[config.mk]
export PLATFORM = sky130hd
export DESIGN_NAME = base64_stream_encoder_top
export DESIGN_NICKNAME = d
export VERILOG_FILES = /design/src/rtl/core/b64e_pkg.sv /design/src/rtl/core/b64e_front.sv /design/src/rtl/core/b64e_queue.sv /design/src/rtl/core/b64e_back.sv /design/src/rtl/core/base64_stream_encoder_top.sv
export SDC_FILE = /design/constraint.sdc
export NUM_CORES = 1
export LEC_CHECK = 0
export ABC_CLOCK_PERIOD_IN_PS = 2060
export BUFFER_PORTS_ARGS = -buffer_cell sky130_fd_sc_hd__buf_2
export CORE_MARGIN = 10
export CORE_UTILIZATION = 56
export CTS_CLUSTER_SIZE = 24
export DETAILED_ROUTE_END_ITERATION = 6
export GPL_ROUTABILITY_DRIVEN = 0
export HOLD_SLACK_MARGIN = 0.06
export PLACE_DENSITY = 0.81
export SLEW_MARGIN = 20
export SYNTH_ARGS = -nofsm -noshare
export SYNTH_HDL_FRONTEND = slang
export SYNTH_SLANG_ARGS = --single-unit
[constraint.sdc]
create_clock -name clk -period 2.06 [get_ports clk]
set_clock_uncertainty 0.1 [all_clocks]
set_input_delay 0 -clock clk [delete_from_list [all_inputs] [get_ports clk]]
set_output_delay 0 -clock clk [all_outputs]
set_load 0.05 [all_outputs]
[src/rtl/core/b64e_pkg.sv]
// Package for the Base64 stream encoder.
// Holds the item and job types, the alphabet table and the character constants.
// Depends on nothing else.
package b64e_pkg;

  typedef struct packed {
    logic [7:0] data_byte;
    logic       final_byte;
  } in_item_t;

  typedef struct packed {
    logic [7:0] out_char;
    logic       last_char;
  } out_item_t;

  // One classified byte: up to four ready ASCII characters, the index of the
  // last one, and whether that last one ends the message.
  typedef struct packed {
    logic [3:0][7:0] chars;
    logic [1:0]      last_idx;
    logic            ends_msg;
  } job_t;

  typedef enum logic [1:0] {
    PH_START  = 2'd0,
    PH_SECOND = 2'd1,
    PH_THIRD  = 2'd2
  } phase_t;

  localparam logic [7:0] PAD_CHAR = 8'h3D;

  localparam logic [0:63][7:0] ALPHABET =
    "ABCDEFGHIJKLMNOPQRSTUVWXYZabcdefghijklmnopqrstuvwxyz0123456789+/";

  function automatic logic [7:0] b64_char(input logic [5:0] code);
    return ALPHABET[code];
  endfunction

endpackage

[src/rtl/core/b64e_front.sv]
// Front end of the Base64 stream encoder: tracks the group phase and carry
// bits and turns each accepted byte into a job of ready characters.
// Depends on b64e_pkg.
module b64e_front import b64e_pkg::*; (
  input  logic     clk,
  input  logic     rst,
  input  logic     push,
  input  in_item_t din,
  input  logic     q_full,
  output logic     q_push,
  output job_t     q_job
);

  phase_t     phase, phase_next;
  logic [3:0] carry, carry_next;
  logic [7:0] b;

  assign b      = din.data_byte;
  assign q_push = push && !q_full;

  always_comb begin
    q_job      = '0;
    phase_next = PH_START;
    carry_next = '0;
    case (phase)
      PH_SECOND: begin
        q_job.chars[0] = b64_char({carry[1:0], b[7:4]});
        if (din.final_byte) begin
          q_job.chars[1] = b64_char({b[3:0], 2'b00});
          q_job.chars[2] = PAD_CHAR;
          q_job.last_idx = 2'd2;
          q_job.ends_msg = 1'b1;
        end else begin
          q_job.last_idx = 2'd0;
          phase_next     = PH_THIRD;
          carry_next     = b[3:0];
        end
      end
      PH_THIRD: begin
        q_job.chars[0] = b64_char({carry, b[7:6]});
        q_job.chars[1] = b64_char(b[5:0]);
        q_job.last_idx = 2'd1;
        q_job.ends_msg = din.final_byte;
      end
      default: begin
        q_job.chars[0] = b64_char(b[7:2]);
        if (din.final_byte) begin
          q_job.chars[1] = b64_char({b[1:0], 4'b0000});
          q_job.chars[2] = PAD_CHAR;
          q_job.chars[3] = PAD_CHAR;
          q_job.last_idx = 2'd3;
          q_job.ends_msg = 1'b1;
        end else begin
          q_job.last_idx = 2'd0;
          phase_next     = PH_SECOND;
          carry_next     = {2'b00, b[1:0]};
        end
      end
    endcase
  end

  always_ff @(posedge clk) begin
    if (rst) begin
      phase <= PH_START;
      carry <= '0;
    end else if (q_push) begin
      phase <= phase_next;
      carry <= carry_next;
    end
  end

endmodule

[src/rtl/core/b64e_queue.sv]
// Short job queue between the front and back ends of the Base64 encoder.
// Depends on b64e_pkg.
module b64e_queue import b64e_pkg::*; #(
  parameter int DEPTH = 2
) (
  input  logic clk,
  input  logic rst,
  input  logic push,
  input  job_t wr_job,
  output logic full,
  input  logic pop,
  output job_t rd_job,
  output logic empty
);

  localparam int PTR_W = (DEPTH > 1) ? $clog2(DEPTH) : 1;
  localparam int CNT_W = $clog2(DEPTH + 1);

  job_t             slots [DEPTH];
  logic [PTR_W-1:0] wr_ptr, rd_ptr;
  logic [CNT_W-1:0] count;
  logic             do_push, do_pop;

  assign full    = (count == CNT_W'(DEPTH));
  assign empty   = (count == '0);
  assign do_push = push && !full;
  assign do_pop  = pop && !empty;
  assign rd_job  = slots[rd_ptr];

  always_ff @(posedge clk) begin
    if (do_push) begin
      slots[wr_ptr] <= wr_job;
    end
  end

  always_ff @(posedge clk) begin
    if (rst) begin
      wr_ptr <= '0;
      rd_ptr <= '0;
      count  <= '0;
    end else begin
      if (do_push) begin
        wr_ptr <= (wr_ptr == PTR_W'(DEPTH - 1)) ? '0 : wr_ptr + 1'b1;
      end
      if (do_pop) begin
        rd_ptr <= (rd_ptr == PTR_W'(DEPTH - 1)) ? '0 : rd_ptr + 1'b1;
      end
      if (do_push && !do_pop) begin
        count <= count + 1'b1;
      end else if (do_pop && !do_push) begin
        count <= count - 1'b1;
      end
    end
  end

endmodule

[src/rtl/core/b64e_back.sv]
// Base64 encoder back end: steps each job one character per cycle, held
// by an unpopped result, into an output register with the oldest result.
// Depends on b64e_pkg.
module b64e_back import b64e_pkg::*; (
  input  logic      clk,
  input  logic      rst,
  input  logic      q_empty,
  input  job_t      q_job,
  output logic      q_pop,
  output logic      empty,
  input  logic      pop,
  output out_item_t dout
);

  job_t       job;
  logic       job_valid;
  logic [1:0] idx;
  logic       out_valid;
  logic       pop_fire, move, job_done;

  assign pop_fire = pop && out_valid;
  assign move     = job_valid && (!out_valid || pop_fire);
  assign job_done = move && (idx == job.last_idx);
  assign q_pop    = !q_empty && (!job_valid || job_done);
  assign empty    = !out_valid;

  always_ff @(posedge clk) begin
    if (q_pop) begin
      job <= q_job;
    end
    if (move) begin
      dout.out_char  <= job.chars[idx];
      dout.last_char <= job.ends_msg && (idx == job.last_idx);
    end
  end

  always_ff @(posedge clk) begin
    if (rst) begin
      job_valid <= 1'b0;
      idx       <= '0;
      out_valid <= 1'b0;
    end else begin
      if (q_pop) begin
        job_valid <= 1'b1;
        idx       <= '0;
      end else if (job_done) begin
        job_valid <= 1'b0;
      end else if (move) begin
        idx <= idx + 1'b1;
      end
      if (move) begin
        out_valid <= 1'b1;
      end else if (pop_fire) begin
        out_valid <= 1'b0;
      end
    end
  end

endmodule

[src/rtl/core/base64_stream_encoder_top.sv]
// Top level of the Base64 stream encoder (standard alphabet, '=' padding).
// Depends on b64e_pkg, b64e_front, b64e_queue and b64e_back.
//
//   channel   handshake          payload
//   input     push / full        din  : data_byte[7:0], final_byte
//   result    empty / pop        dout : out_char[7:0], last_char
//
// A byte is taken every cycle while the job queue has room; it yields one to
// four characters. The back end sends one character per cycle while results
// are popped, so the result channel sets the rate: four characters per three
// bytes of a group, plus the padding characters on the final byte. The result
// stays on dout until popped while bytes keep arriving into the queue. Reset
// clears the group phase, the queue and the output register.
module base64_stream_encoder_top import b64e_pkg::*; #(
  parameter int QUEUE_DEPTH = 2
) (
  input  logic      clk,
  input  logic      rst,
  input  logic      push,
  output logic      full,
  input  in_item_t  din,
  output logic      empty,
  input  logic      pop,
  output out_item_t dout
);

  logic q_push, q_pop, q_empty;
  job_t wr_job, rd_job;

  b64e_front u_front (
    .clk    (clk),
    .rst    (rst),
    .push   (push),
    .din    (din),
    .q_full (full),
    .q_push (q_push),
    .q_job  (wr_job)
  );

  b64e_queue #(
    .DEPTH (QUEUE_DEPTH)
  ) u_queue (
    .clk    (clk),
    .rst    (rst),
    .push   (q_push),
    .wr_job (wr_job),
    .full   (full),
    .pop    (q_pop),
    .rd_job (rd_job),
    .empty  (q_empty)
  );

  b64e_back u_back (
    .clk     (clk),
    .rst     (rst),
    .q_empty (q_empty),
    .q_job   (rd_job),
    .q_pop   (q_pop),
    .empty   (empty),
    .pop     (pop),
    .dout    (dout)
  );

endmodule

==> results of run 1 <==
[Yosys cell counts, types with 3 or more instances]
cell	n	area share [%]
dfxtp_1	14	6.0
a21oi_1	40	4.3
inv_2	3	0.24
xor2_1	6	1.1
a211oi_1	3	0.48
nor2_1	45	3.6
o21ai_1	4	0.43
buf_4	9	1.4
nor3_1	7	0.75
o22ai_1	3	0.40
nand3_1	6	0.64
nor2b_1	7	0.94
inv_1	15	1.2
o211ai_1	14	2.2
a31oi_1	7	0.94
and3_1	4	0.53
mux2_2	19	4.6
buf_2	13	1.4
nand2_1	27	2.2
clkbuf_1	4	0.32
ha_1	20	5.3
o21ai_0	46	4.9
a311oi_1	4	0.75
edfxtp_1	62	40
buf_6	10	2.4
nand4_1	3	0.40
nand2b_1	7	0.94
a22oi_1	4	0.64
[registers in the layout, indices dropped and copies added, names as in the netlist]
register,count
u_front.phase,2
u_front.carry,4
u_back.job_valid,1
u_back.out_valid,1
u_back.job,18
u_queue.rd_ptr,1
u_back.dout,8
u_queue.count,2
u_back.idx,2
u_queue.wr_ptr,1
u_queue.slots,36
[power by group through the flow]
stage | Clock [mW] | Combinational, mW | Sequential, mW
global route | 1.28 | 2.10 | 2.41
global placement | 0 | 1.77 | 2.39
CTS | 1.22 | 1.86 | 2.38
finish | 1.20 | 1.92 | 2.38
floorplan | 0 | 1.21 | 2.60
detailed placement | 0 | 1.83 | 2.42
[kinds of logic after synthesis]
family / count (synthesis)
adders and majority gates: 21
buffers and inverters: 56
xor gates and xnor gates: 10
muxes: 22
DFF: 76
and+or+nand+nor: 120
AOI/OAI and AO/OA: 156
other: 1
[worst register-to-register path, cell delays in order, from the launching register on]
cell and delay, ns:
edfxtp_1 0.43, xnor2_2 0.18, a31o_2 0.27, o21a_4 0.12, inv_1 0.09, ha_4 0.22, or3_1 0.37, a21oi_1 0.14
[repair_timing]
item	4_1_cts	5_1_grt
gates resized for setup	0	4
hold buffers	7	0
endpoints found under the setup margin	0	9
setup buffers	0	1
hold endpoints to repair	22	0
[final cells by class]
class	instances	area [um2]	area share (%)
well taps	105	131.4	2.552
clock buffers	11	162.7	3.160
inverters	19	73.82	1.434
clock inverters	5	55.05	1.070
flip-flops and latches	76	2142	41.61
repair buffers	50	367.9	7.146
multi-input cells	330	2215	43.02
[path summary, 6_finish.rpt]
check	from	endpoint	slack, ns
min	din[3]	u_front.carry[2]$_SDFFE_PP0P_	0.08
max reg2reg	u_back.job[24]$_DFFE_PP_	u_queue.count[1]$_SDFFE_PP0P_	0.08
min reg2reg	u_queue.slots[0][16]$_DFFE_PP_	u_back.job[16]$_DFFE_PP_	0.45
max	u_back.job[24]$_DFFE_PP_	u_queue.count[1]$_SDFFE_PP0P_	0.08
[cell usage in the layout (no fill, tap or decap), types with 14 or more instances in the layout]
master,synthesis,routed
nand2_1,27,27
inv_1,15,15
edfxtp_1,62,62
buf_4,9,19
o211ai_1,14,14
a21oi_1,40,40
dfxtp_1,14,14
mux2_2,19,19
nor2_1,45,45
o21ai_0,46,46
buf_2,13,20
ha_1,20,18
[layer usage]
metal | global-route usage [%] | wire [um] | vias to the layer above
met2 | 26.61 | 5022 | 146
met3 | 2.952 | 571 | 15
met4 | 5.827 | 189 | 0
met1 | 18.17 | 4313 | 1714
li1 | - | - | 1760
met5 | 0 | 0 | -
[metrics by stage]
step | setup WS, ns | std cells | setup TNS (ns) | instance area, um2 | hold slack (ns)
after floorplan | 0.007541 | 462 | 0 | 4681 | -0.03093
after global placement | 0.1929 | 572 | 0 | 4832 | 0.2247
after detailed placement | 0.1014 | 572 | 0 | 4832 | 0.2541
after CTS | 0.07411 | 595 | 0 | 5120 | 0.06537
after global routing | -0.01758 | 596 | -0.06004 | 5147 | 0.09444
final | 0.08104 | 596 | 0 | 5147 | 0.07866
==> results.md, run 1 <==
* VDD IR max at 0.4770 mV
* Endpoints failing hold at 0
* Unrepaired setup endpoints after global routing: true
* Synth Area in Adders at 5.560%
* Largest net degree at the start of global routing at 37
* Combinational Power Share at 34.9%
* Starting Density at 57.25%
* Vias at 3635
* H-tree levels at 3
* Critical Path AT at 2.15 ns
* Endpoints failing setup at 0
* P per Cell Area at 1068 mW/mm2
* Total grt overflow at 0
* Ys flop type: edfxtp_1
* Fill cells at 656
* Reg power frac at 43.3%
* Maximum clock frequency at 0.5053 GHz
* Via density at 6.099
* DR iter-0 viols at 295
* Clock power share at 21.8%
* Netlist cell types at 69
* Worst skew pair latency at 0.34 ns
* Mapped cell area at 0.004681 mm2
* Routed len/inst at 16.94 um
* Slowest-stage cell, CP: edfxtp_1
* WP depth at 7
* Crit start category: register
* DRC at 0
* Register bit total from synthesis at 76
* R2R depth at 7
* Cell count after synthesis at 462
* Mux cell area share after synthesis at 5.480%
* Die area at 0.01242 mm2
* Family with the most delay on the worst path: compound AO/OA/AOI/OAI gates
* Global-route wire length before repair at 16140 um
* Area Growth Syn to Fin at 9.971%
* Post-Synth Simple-Gate Area at 12.62%
* Post-synth EDFFs at 62
* Register area share after synthesis at 45.76%
* 1st-pass router iterations at 5
* Critical path fanouts, max at 3
* CP Capture Type: register
* Syn_nets at 495
* Die W at 111.4 um
* Hold Crit Class: in2reg
* Die Y at 111.4 um
* Synth Area in Compound Gates at 21.06%
* Worst hold stages at 3
* Synth Area in XOR/XNOR at 2.192%
* Fin crit period at 1.979 ns
* Clk buf depth at 2
* CTS tree: yes
* Root Driver: clkbuf_8
* Port Buffers at 22
* Period utilisation layout at 96.07%
* Final wirelength at 10100 um
* Clk sinks at 76
* Cell leakage power at 1.877 nW
* Core area at 0.008175 mm2
* Final ANT Viol Nets at 0
* Critical path required time at 2.24 ns
* Final Max Slew Viols at 0
* Tot GR Track Use at 15.28%
* Cell Rows at 33
* Diode count at 0
* Post-detail-place hpwl at 7000 um
* Cell Chain, Critical Path: xnor2_2, a31o_2, o21a_4, inv_1, ha_4, or3_1, a21oi_1
* Syn avg cell area at 10.13 um2
* Clock transition at the registers of the reported paths at 0.08 ns
* Critical path type: reg2reg
* Ratio of cells with drive above 1 in the final layout at 20.16%
* Worst path max stage delay at 0.43 ns
* Vias in the first global route at 3405
* Final #Nets at 519
* I/O pin cnt at 24
* Async SR Flop Fraction at 0%
* Largest family of logic cells by synthesized area: compound AO/OA/AOI/OAI gates
* YS warnings at 0
* Max-Cap Viols at 0
* Sw frac at 34.35%
* Status: completed
* Initial antenna violation count at 0
* CTS buffer count at 9
* Fin util at 62.96%
* Overall Power at 5.500 mW
* Switching power at 1.889 mW
* Worst Path Buf+Inv at 1
* Int Pwr at 3.611 mW
Power figures use the tool's default switching activity.
==> run 2, diff against run 1 <==
ABC_AREA = 1   (was default)
CORE_UTILIZATION = 55   (was 56)
PLACE_DENSITY = 0.8   (was 0.81)
==> results.md, run 2 <==
* Via density at 5.675 (-7.0%)
* Vias in the first global route at 3540 (+4.0%)
* Critical Path AT at 2.09 ns (-0.06 ns)
* DP Area at 0.004596 mm2 (-4.9%)
* Largest reg by FF count: u_queue.slots
* Leading cell type in the layout, fill and taps excluded: nand2_1
* Combinational Power Share at 33.7% (-1.2 points)
* Netlist cell types at 31 (-55%)
* Initial antenna violation count at 0 (unchanged)
* Die W at 109.6 um (-1.7%)
* Die area at 0.01201 mm2 (-3.3%)
* Vias at 3734 (+2.7%)
* Leading cell types in the layout, fill and taps excluded: 121 x nand2_1, 62 x edfxtp_1, 53 x o21ai_0
* Endpoints failing hold at 0 (unchanged)
* YS warnings at 0 (unchanged)
* Synth cell count leaders: 122 x nand2_1, 62 x edfxtp_1, 54 x o21ai_0
* CTS buffer count at 9 (unchanged)
* DRC at 0 (unchanged)
* CTS tree: yes
* 1st-pass router iterations at 5 (unchanged)
* Max FFs per register at 36 (unchanged)
* Crit start category: register
* Register bit total from synthesis at 76 (unchanged)
* Critical Path Start: u_back.job[24]$_DFFE_PP_
* Fill cells at 662 (+0.91%)
* Syn avg cell area at 8.588 um2 (-15%)
* Port Buffers at 22 (unchanged)
* I/O pin cnt at 24 (unchanged)
* Cell count after synthesis at 514 (+11%)
* H-tree levels at 3 (unchanged)
* DP Worst Slack at 0.04230 ns (-0.05906 ns)
* Period utilisation layout at 95.08% (-0.98 points)
* Reg-to-reg startpoint: u_back.job[24]$_DFFE_PP_
* Clk buf depth at 2 (unchanged)
* Status: completed
* Slew headroom at 52.10%
* Ys flop type: edfxtp_1
* CP Capture Type: register
* Syn_nets at 547 (+11%)
* Global-route wire length before repair at 16440 um (+1.8%)
* Critical path required time at 2.19 ns (-0.05 ns)
* Post-detail-place hpwl at 6961 um (-0.56%)
* Routed len/inst at 14.62 um (-14%)
* Starting Density at 56.83% (-0.42 points)
* Placed insts at 627 (+9.6%)
* Most frequent cell after synthesis: nand2_1
* Synth top area share at 42.18% (+2.4 points)
* Reg power frac at 44.7% (+1.4 points)
* Max-Cap Viols at 0 (unchanged)
* Die Y at 109.6 um (-1.7%)
* Critical Path End: u_queue.count[1]$_SDFFE_PP0P_
* Final Max Slew Viols at 0 (unchanged)
* Clock transition at the registers of the reported paths at 0.07 ns (about the same)
* Ratio of cells with drive above 1 in the final layout at 14.57% (-5.6 points)
* Int Pwr at 3.563 mW (-1.3%)
* Fin crit period at 1.959 ns (-0.02027 ns)
* Tightest Pin Transition at 0.7159 ns
* VDD IR max at 0.4374 mV (-8.3%)
* Core area at 0.007767 mm2 (-5.0%)
* Unrepaired setup endpoints after global routing: true
* Total grt overflow at 0 (unchanged)
* Largest regs: u_queue.slots (36), u_back.job (18), u_back.dout (8)
* Min setup slack post-route at 0.1013 ns (+0.02027 ns)
* Final wirelength at 9622 um (-4.7%)
* Non-Filler Instances at 658 (+10%)
* Largest area contributor in the netlist: edfxtp_1
* Diode count at 0 (unchanged)
* Final #Nets at 584 (+13%)
* Worst skew pair latency at 0.34 ns (about the same)
* Maximum clock frequency at 0.5105 GHz (+1.0%)
* Sw frac at 34.08% (-0.27 points)
* Reg2Reg Capture Point: u_queue.count[1]$_SDFFE_PP0P_
* Critical path fanouts, max at 4 (+1)
* Area Growth Syn to Fin at 12.33%
* Register area share after synthesis at 48.53% (+2.8 points)
* Clk sinks at 76 (unchanged)
* Final ANT Viol Nets at 0 (unchanged)
* R2R depth at 9 (+2)
* DR iter-0 viols at 281 (-4.7%)
* Synth area leaders: edfxtp_1 42%, nand2_1 10%, dfxtp_1 6.3%
* Endpoints failing setup at 0 (unchanged)
* Cell Rows at 32 (-3.0%)
* Async SR Flop Fraction at 0% (unchanged)
* Final instance area at 0.004959 mm2 (-3.7%)
* Post-synth EDFFs at 62 (unchanged)
* Root Driver: clkbuf_8
* Switching power at 1.842 mW (-2.5%)
* Mapped cell area at 0.004414 mm2 (-5.7%)
* R2r setup slk at 0.10 ns (+0.02 ns)
* Clock power share at 21.7% (about the same)
* Cell leakage power at 2.064 nW (+9.9%)
* Hold Crit Class: in2reg
* Critical path type: reg2reg
* Tot GR Track Use at 16.70% (+1.4 points)
* P per Cell Area at 1090 mW/mm2 (+2.0%)
* Largest net degree at the start of global routing at 21 (-43%)
## run 2: cell count changes after synthesis, moves of 5 or more
cell,change
nor2b_1,-7
nor3_1,-5
a31oi_1,-6
nand2b_1,-7
o211ai_1,-5
nand3_1,+39
nand2_1,+95
o21ai_0,+8
buf_6,-8
inv_1,+28
a21oi_1,-7
## run 2: kinds of logic (layout without fill, tap and decap cells)
group                    after synthesis  count (layout)  synth area share [%]
multiplexers                          18              18                 4.592
AND/OR/NAND/NOR                      220             220                 20.21
AO/OA/AOI/OAI                        106             106                 13.04
XOR/XNOR                               5               5                0.9922
buffers and inverters                 68             110                 6.888
flip-flops                            76              76                 48.53
adder cells (fa/ha/maj)               20              20                 5.669
other                                  1               1               0.08495
## run 2: area by class of cell
cell class / count / area (um2) / share of cell area, %
clock inverters: 6 / 78.83 / 1.590
repair buffers: 46 / 312.8 / 6.308
multi-input cells: 370 / 1981 / 39.94
clock buffers: 10 / 127.6 / 2.574
flip-flops and latches: 76 / 2143 / 43.22
well taps: 102 / 127.6 / 2.574
inverters: 48 / 187.7 / 3.785
## run 2: worst min-delay path by stage
stage | start | cells past startpoint | to
detailed placement | rst | 2 | u_back.out_valid$_SDFFE_PP0P_
floorplan | rst | 1 | u_back.job_valid$_SDFFE_PP0P_
CTS | din[8] | 4 | u_queue.slots[0][3]$_DFFE_PP_
finish | din[8] | 4 | u_queue.slots[0][3]$_DFFE_PP_
global route | din[8] | 4 | u_queue.slots[0][3]$_DFFE_PP_
global placement | rst | 2 | u_front.carry[3]$_SDFFE_PP0P_
## run 2: what timing repair did
item	in CTS	in global routing
resized for setup	0	7
hold buffers	9	0
hold endpoints to repair	22	0
setup endpoints to repair	0	15
buffers inserted	0	6
## run 2: through the flow
stage / TNS [ns] / utilization, % / hold slack (ns) / power [mW]
after floorplan: 0 / - / -0.03093 / 3.744
after global placement: 0 / 59.17 / 0.1570 / 4.113
final: 0 / 63.84 / 0.1841 / 5.405
after CTS: 0 / 62.98 / 0.1558 / 5.368
after detailed placement: 0 / 59.17 / 0.1713 / 4.169
after global routing: -0.04552 / 63.84 / 0.2196 / 5.743
## run 2: power by group through the flow
stage | sequential [mW] | combinational (mW) | clock (mW)
global route | 2.47 | 2.02 | 1.26
floorplan | 2.61 | 1.14 | 0
detailed placement | 2.44 | 1.72 | 0
global placement | 2.42 | 1.69 | 0
CTS | 2.42 | 1.75 | 1.20
finish | 2.42 | 1.82 | 1.17
## run 2: worst max-delay path: stages (launching register included)
cell	delay (ns)
edfxtp_1	0.44
xnor2_2	0.15
nand2_1	0.11
o21ai_2	0.22
nand2_2	0.11
ha_1	0.32
a21oi_1	0.11
o21ai_0	0.11
o21ai_1	0.13
a21oi_1	0.05
## run 2: routing by layer
layer | GRT usage (%) | wire length (um) | vias to the layer above
li1 | - | - | 1820
met1 | 20.58 | 3929 | 1728
met2 | 27.85 | 4705 | 159
met3 | 3.394 | 693 | 27
met4 | 7.156 | 293 | 0
met5 | 0 | 0 | -
